## src/rtl/swgm_pkg.sv

```systemverilog
// ----------------------------------------------------------------------------
// swgm_pkg: shared types for the sliding window gcd maximum block
// Command and status structs between controller and datapath.
// ----------------------------------------------------------------------------
`default_nettype none
package swgm_pkg;

  // controller to datapath commands
  typedef struct packed {
    logic store_wr;    // write incoming value into ring
    logic win_start;   // begin a window scan
    logic rd_issue;    // read next ring entry (stepping back)
    logic gcd_load;    // load fresh read value into gcd unit
    logic gcd_step;    // one subtract-shift step of the remainder
    logic best_upd;    // fold window gcd into best
    logic seq_clear;   // clear per-sequence state
  } swgm_cmd_t;

  // datapath to controller status
  typedef struct packed {
    logic win_ready;   // element count covers the window
    logic rd_done;     // all window entries read
    logic gcd_busy;    // gcd unit still iterating
  } swgm_sts_t;

endpackage
`default_nettype wire

```

## src/rtl/swgm_ctrl.sv

```systemverilog
// ----------------------------------------------------------------------------
// swgm_ctrl: sequencer for store, window scan, gcd iteration and result
// One item at a time; the result register frees the controller early.
// ----------------------------------------------------------------------------
`default_nettype none
module swgm_ctrl
  import swgm_pkg::*;
(
  input  wire logic      clk,
  input  wire logic      rst_n,
  input  wire logic      in_tvalid,
  output logic           in_tready,
  input  wire logic      in_tlast,
  output logic           out_load,
  input  wire logic      out_busy,
  input  wire swgm_sts_t sts,
  output swgm_cmd_t      cmd
);

  localparam logic [2:0] S_IDLE  = 3'd0;
  localparam logic [2:0] S_CHECK = 3'd1;
  localparam logic [2:0] S_READ  = 3'd2;
  localparam logic [2:0] S_LOAD  = 3'd3;
  localparam logic [2:0] S_GCD   = 3'd4;
  localparam logic [2:0] S_BEST  = 3'd5;
  localparam logic [2:0] S_DONE  = 3'd6;

  logic [2:0] state_r, state_nxt;
  logic       last_r, last_nxt;

  always_ff @(posedge clk) begin
    if (!rst_n) begin
      state_r <= S_IDLE;
      last_r  <= 1'b0;
    end else begin
      state_r <= state_nxt;
      last_r  <= last_nxt;
    end
  end

  assign in_tready = (state_r == S_IDLE) && rst_n;

  // next state and commands
  always_comb begin
    state_nxt = state_r;
    last_nxt  = last_r;
    cmd       = '0;
    out_load  = 1'b0;
    case (state_r)
      S_IDLE: begin
        if (in_tvalid && in_tready) begin
          cmd.store_wr = 1'b1;
          last_nxt     = in_tlast;
          state_nxt    = S_CHECK;
        end
      end
      S_CHECK: begin
        if (sts.win_ready) begin
          cmd.win_start = 1'b1;
          state_nxt     = S_READ;
        end else begin
          state_nxt = S_DONE;
        end
      end
      S_READ: begin
        if (sts.rd_done) begin
          state_nxt = S_BEST;
        end else begin
          cmd.rd_issue = 1'b1;
          state_nxt    = S_LOAD;
        end
      end
      S_LOAD: begin
        cmd.gcd_load = 1'b1;
        state_nxt    = S_GCD;
      end
      S_GCD: begin
        cmd.gcd_step = 1'b1;
        if (!sts.gcd_busy) state_nxt = S_READ;
      end
      S_BEST: begin
        cmd.best_upd = 1'b1;
        state_nxt    = S_DONE;
      end
      S_DONE: begin
        if (!last_r) begin
          state_nxt = S_IDLE;
        end else if (!out_busy) begin
          out_load      = 1'b1;
          cmd.seq_clear = 1'b1;
          state_nxt     = S_IDLE;
        end
      end
      default: state_nxt = S_IDLE;
    endcase
  end

  a_load_in_done: assert property (@(posedge clk) disable iff (!rst_n)
    out_load |-> state_r == S_DONE && last_r && !out_busy)
    else $error("result loaded outside done state");

  a_accept_idle: assert property (@(posedge clk) disable iff (!rst_n)
    cmd.store_wr |=> state_r == S_CHECK)
    else $error("store write did not lead to window check");

  a_clear_once: assert property (@(posedge clk) disable iff (!rst_n)
    cmd.seq_clear |=> state_r == S_IDLE)
    else $error("sequence clear not followed by idle");

endmodule
`default_nettype wire
```

## config.mk

```make
export PLATFORM = sky130hd
export DESIGN_NAME = swgm_ctrl
export DESIGN_NICKNAME = d
export VERILOG_FILES = /design/src/rtl/swgm_pkg.sv /design/src/rtl/swgm_ctrl.sv
export SDC_FILE = /design/constraint.sdc
export NUM_CORES = 1
export LEC_CHECK = 0
export ABC_AREA = 1
export BUFFER_PORTS_ARGS = -buffer_cell sky130_fd_sc_hd__buf_2
export CELL_PAD_IN_SITES_DETAIL_PLACEMENT = 0
export CELL_PAD_IN_SITES_GLOBAL_PLACEMENT = 1
export CORE_AREA = 2 2 39 41
export CTS_BUF_LIST = sky130_fd_sc_hd__clkbuf_16
export DETAILED_ROUTE_END_ITERATION = 7
export DIE_AREA = 0 0 41 43
export PLACE_DENSITY = 0.76
export SKIP_LAST_GASP = 1
export SYNTH_ARGS = -nofsm -noshare
export SYNTH_HDL_FRONTEND = slang
export SYNTH_SLANG_ARGS = --single-unit
```

## constraint.sdc

```tcl
create_clock -name clk -period 2 [get_ports clk]
set_input_delay 0.1 -clock clk [delete_from_list [all_inputs] [get_ports clk]]
set_output_delay 0.1 -clock clk [all_outputs]
set_load 0.005 [all_outputs]
```

==> results.py, run 1 <==
metrics = {
    "timing": {
        "max_freq_mhz": 760,
        "rsz0062_at_grt": "no",
        "timing.final.crit_period_ps": 1320,
        "hold_ws_ps": 73.9,
        "tightest_slew_ps": 291,
        "fin_setup_tns_ps": 0,
        "post-route-period-util_pct": 65.8,
        "hold_viol_final": 0,
        "setup_violations": 0,
        "final.setup.worst_slack_ps": 685,
        "slew_violations": 0,
        "skew_ps": 2.77,
        "slew_headroom_pct": 80.6,
    },
    "critical_path": {
        "worstReg2RegEnd": "state_r[0]",
        "crit_type": "reg2out",
        "cp-end-kind": "primary output",
        "start_kind": "flop",
        "reg2reg_slack_ps": 900,
        "crit_arrival_ps": 1220,
        "slowest_stage": "dfxtp_1",
        "crit_required_ps": 1900,
        "critPathMaxFanout": 5,
        "crit_top_cell": "nand2_2",
        "max_stage_delay_ps": 420,
        "path_cells": "inv_1, nand2_2, nor2_4, nand2_2, clkinv_2, buf_2",
        "rr_worst_depth": 7,
        "timing.rr.start": "state_r[1]",
    },
    "route": {
        "drc": 0,
        "ant_nets": 0,
        "wl_per_cell_um": 9.32,
        "drt_pass1_iterations": 2,
        "vias": 370,
        "wl_um": 811,
        "via_per_inst": 4.25,
        "drtIter0Drc": 2,
    },
    "pwr": {
        "finalPower_uw": 780,
        "internal-power_uw": 487,
        "power_density_nw_per_um2": 1600,
        "clockPowerShare_pct": 40.2,
        "seq_power_share_pct": 21.2,
        "ir_worst_vdd_uv": 428,
        "power_switching_uw": 293,
        "switching_share_pct": 37.5,
        "power_frac_comb_pct": 38.6,
        "leakage_nw": 0.285,
    },
    "place": {
        "placed_cell_area_um2": 413,
        "pre_cts_slack_ps": 887,
        "placedCellCount": 84,
        "routabilityCongestion": 0.755,
        "hpwl_um": 626,
        "port_buffers": 16,
    },
    "outcome": {
        "status": "complete, no violations",
    },
    "synth": {
        "synth_seq_cells": 4,
        "ys_seq_area_share_pct": 24.2,
        "synth_area_um2": 332,
        "syn-num-nets": 62,
        "yosys_warnings": 0,
        "synth_cell_types": 17,
        "synth_cells": 54,
        "syn_avg_cell_area_um2": 6.14,
    },
    "die": {
        "core_region_area_um2": 1380,
        "die_h_um": 43,
        "initial_core_util_pct": 24.0,
        "die_w_um": 41,
        "die_area_um2": 1760,
        "row_count": 14,
        "io_pins": 17,
    },
    "clock_tree": {
        "path_clk_slew_ps": 30,
        "cts.sinks": 4,
        "numCtsBuffers": 3,
        "cts_tree": "built",
        "cts-root-buf": "clkbuf_16",
        "hold_buffers": 0,
        "insertion_delay_ps": 230,
        "clockBufferDepth": 2,
        "post_cts_buffers": 0,
        "ctsHtreeMaxLevel": 1,
        "cts_resized": 0,
    },
    "flow_run": {
        "max_cap_violations": 0,
    },
    "final_layout": {
        "syn2layout_area_growth_pct": 47.2,
        "final_cells": 87,
        "drive_gt1_share_pct": 43.7,
        "fin_area_um2": 488,
        "mostFrequentLayoutCells": "buf_2 (16), inv_1 (9), nand2_1 (8), nand3_1 (7), nor2_1 (7)",
        "final_common_cell": "buf_2",
        "nNetsFinal": 81,
        "diodes": 0,
        "utilization_pct": 35.3,
    },
    "grt": {
        "grt_max_degree": 10,
        "grt_overflow": 0,
        "grt_pass1_vias": 327,
        "antenna_found_initial": 0,
        "grt_usage_pct": 11.7,
        "grt_pass1_wl_mm": 1.30,
    },
    "worst_hold_path": {
        "hold_path_end": "last_r",
        "min_path_type": "in2reg",
        "min_from": "in_tlast",
        "whs_path_depth": 3,
    },
}
-- power by group through the flow --
| stage | Combinational, mW | Clock (mW) | Sequential, mW |
|---|---|---|---|
| after detailed placement | 0.302 | 0 | 0.168 |
| after global routing | 0.351 | 0.327 | 0.172 |
| after floorplan | 0.248 | 0 | 0.145 |
| after CTS | 0.306 | 0.316 | 0.166 |
| final | 0.301 | 0.313 | 0.165 |
| after global placement | 0.301 | 0 | 0.164 |
-- worst max path at each step --
stage | start | end | slack, ps
2_1_floorplan | state_r[1] | cmd[0] | 1000
3_3_place_gp | state_r[1] | state_r[0] | 930
3_5_place_dp | state_r[1] | state_r[0] | 890
4_1_cts | state_r[2] | cmd[6] | 670
5_1_grt | state_r[2] | cmd[6] | 580
6_report | state_r[2] | cmd[6] | 680
-- layout make-up --
class                      count  area [um2]
inverter                      11        42.5
tap                           16        20.0
sequential                     4        80.1
fill                         165         896
clock buffer                   3        75.1
multi-input combinational     37         190
timing repair buffer          16        80.1
-- kinds of logic after synthesis --
logic type,synth area share [%]
flops,24.2
buf+inv,18.5
simple gates,50.2
compound gates,7.17
-- cell usage after synthesis (all sizes together) --
cell	number	share of area, %
nand2	12	17
buf	2	5.7
clkinv	1	1.5
inv	10	11
a21oi	2	4.1
o21ai	2	3.0
nand3	8	14
nor2	11	17
nor3	2	3.0
dfxtp	4	24
-- registers in the layout (all words and copies together), names as in the netlist --
name,count
last_r,1
state_r,3
-- worst max-delay path, delay by kind of cell, from the launching register on --
family,cells,cell delay (ps)
DFF,1,420
buffers and inverters,3,320
and+or+nand+nor,3,240
-- metal layers --
metal	wire length, um	vias to the layer above	GRT usage, %
met1	357	154	12.2
met3	35	4	4.71
met5	0	-	0
met4	33	0	12.0
met2	385	11	16.3
li1	-	201	-
(Power assumes the default switching activity.)
==> run 2: changes to the inputs <==
==> constraint.sdc (replaced) <==
create_clock -name clk -period 1.3 [get_ports clk]
set_input_delay 0.065 -clock clk [delete_from_list [all_inputs] [get_ports clk]]
set_output_delay 0.065 -clock clk [all_outputs]
set_load 0.005 [all_outputs]
==> results.py, run 2 (synthesis results as in run 1) <==
metrics = {
    "timing": {
        "max_freq_mhz": 806,
        "hold_viol_final": 0,
        "post-route-period-util_pct": 95.4,
        "tightest_slew_ps": 245,
        "setup_violations": 0,
        "slew_headroom_pct": 83.6,
        "slew_violations": 0,
        "fin_setup_tns_ps": 0,
        "timing.final.crit_period_ps": 1240,
        "hold_ws_ps": 37.1,
        "rsz0062_at_grt": "no",
        "skew_ps": 2.27,
    },
    "route": {
        "vias": 376,
        "drtIter0Drc": 1,
        "drc": 0,
        "drt_pass1_iterations": 2,
        "wl_um": 739,
        "wl_per_cell_um": 8.49,
        "top_layer": "met4",
        "via_per_inst": 4.32,
        "wl_met1_um": 300,
        "ant_nets": 0,
        "wl_met2_um": 372,
        "met3_length_um": 41,
    },
    "grt": {
        "grt_usage_pct": 10.6,
        "grt_pass1_wl_mm": 1.21,
        "antenna_found_initial": 0,
        "grt_pass1_vias": 321,
        "grt_max_degree": 10,
        "grt_overflow": 0,
    },
    "final_layout": {
        "mostFrequentLayoutCells": "buf_2 (16), inv_1 (9), nand2_1 (8), nand3_1 (7), nor2_1 (7)",
        "utilization_pct": 35.4,
        "diodes": 0,
        "nNetsFinal": 81,
        "final_cells": 87,
        "top_register": "state_r",
        "reg.largest.list": "state_r: 3 flops, last_r: 1 flops",
        "final_common_cell": "buf_2",
        "largest_reg_flops": 3,
        "fillCellCount": 158,
        "syn2layout_area_growth_pct": 47.9,
        "drive_gt1_share_pct": 46.5,
    },
    "clock_tree": {
        "cts_resized": 0,
        "cts-root-buf": "clkbuf_16",
        "ctsHtreeMaxLevel": 1,
        "insertion_delay_ps": 230,
        "path_clk_slew_ps": 30,
        "numCtsBuffers": 3,
        "hold_buffers": 0,
        "cts.sinks": 4,
        "cts_tree": "built",
        "post_cts_buffers": 0,
        "clockBufferDepth": 2,
    },
    "critical_path": {
        "crit_path_start": "state_r[0]",
        "worstReg2RegEnd": "state_r[1]",
        "rr_worst_depth": 5,
        "start_kind": "flop",
        "critPathMaxFanout": 6,
        "crit_arrival_ps": 1180,
        "crit_required_ps": 1240,
        "reg2reg_slack_ps": 280,
        "crit_type": "reg2out",
        "cp-end-kind": "primary output",
        "timing.rr.start": "state_r[0]",
    },
    "die": {
        "die_h_um": 43,
        "core_region_area_um2": 1380,
        "die_area_um2": 1760,
        "row_count": 14,
        "die_w_um": 41,
        "io_pins": 17,
        "initial_core_util_pct": 24.0,
    },
    "worst_hold_path": {
        "whs_path_depth": 3,
        "hold_path_end": "last_r",
        "min_from": "in_tlast",
        "min_path_type": "in2reg",
    },
    "outcome": {
        "status": "complete, no violations",
    },
    "pwr": {
        "power_density_nw_per_um2": 2450,
        "clockPowerShare_pct": 40.4,
        "power_frac_comb_pct": 38.2,
        "power_switching_uw": 445,
        "seq_power_share_pct": 21.3,
        "switching_share_pct": 37.1,
        "ir_worst_vdd_uv": 994,
        "leakage_nw": 0.285,
        "internal-power_uw": 755,
    },
    "place": {
        "hpwl_um": 599,
        "port_buffers": 16,
        "placedCellCount": 84,
        "routabilityCongestion": 0.755,
    },
    "flow_run": {
        "max_cap_violations": 0,
    },
}
run 2: cell count changes in the layout (fill, tap and decap cells not counted):
| cell | before | now |
|---|---|---|
| dfxtp_2 | 0 | 2 |
| dfxtp_1 | 4 | 2 |
run 2: worst max path at each step:
stage | cells after the start | slack (ps) | end
2_1_floorplan | 7 | 310 | last_r
3_3_place_gp | 6 | 210 | state_r[1]
3_5_place_dp | 6 | 200 | state_r[1]
4_1_cts | 5 | 9 | out_load
5_1_grt | 6 | 0.4 | cmd[6]
6_report | 6 | 60 | cmd[6]
run 2: metal layers:
metal / global-route usage (%) / vias to the layer above
li1: - / 202
met1: 10.9 / 161
met2: 15.9 / 11
met3: 3.14 / 2
met4: 10.0 / 0
met5: 0 / -
run 2: through the flow:
step	setup WS, ps	instance area [um2]	total power [mW]
after global placement	206	413	0.723
after CTS	8.71	488	1.21
after floorplan	313	332	0.605
final	59.9	490	1.20
after detailed placement	201	413	0.715
after global routing	0.402	490	1.30
run 2: power groups by stage:
stage	Sequential (mW)	Clock [mW]	Combinational, mW
4_1_cts	0.252	0.492	0.466
5_1_grt	0.263	0.497	0.536
3_5_place_dp	0.254	0	0.462
2_1_floorplan	0.224	0	0.382
3_3_place_gp	0.256	0	0.467
6_report	0.256	0.485	0.459
run 2: final cells by class:
class	count	area [um2]	area share, %
Sequential cell	4	82.6	16.8
Clock buffer	3	75.1	15.3
Multi-Input combinational cell	37	190	38.8
Tap cell	16	20.0	4.08
Timing Repair Buffer	16	80.1	16.3
Inverter	11	42.5	8.67
run 2: worst max-delay path, stage by stage, from the launching register on:
cell	delay, ps
dfxtp_1	360
nor2_2	170
nand2_2	100
nor2_4	100
nand2_2	70
clkinv_2	50
buf_2	100
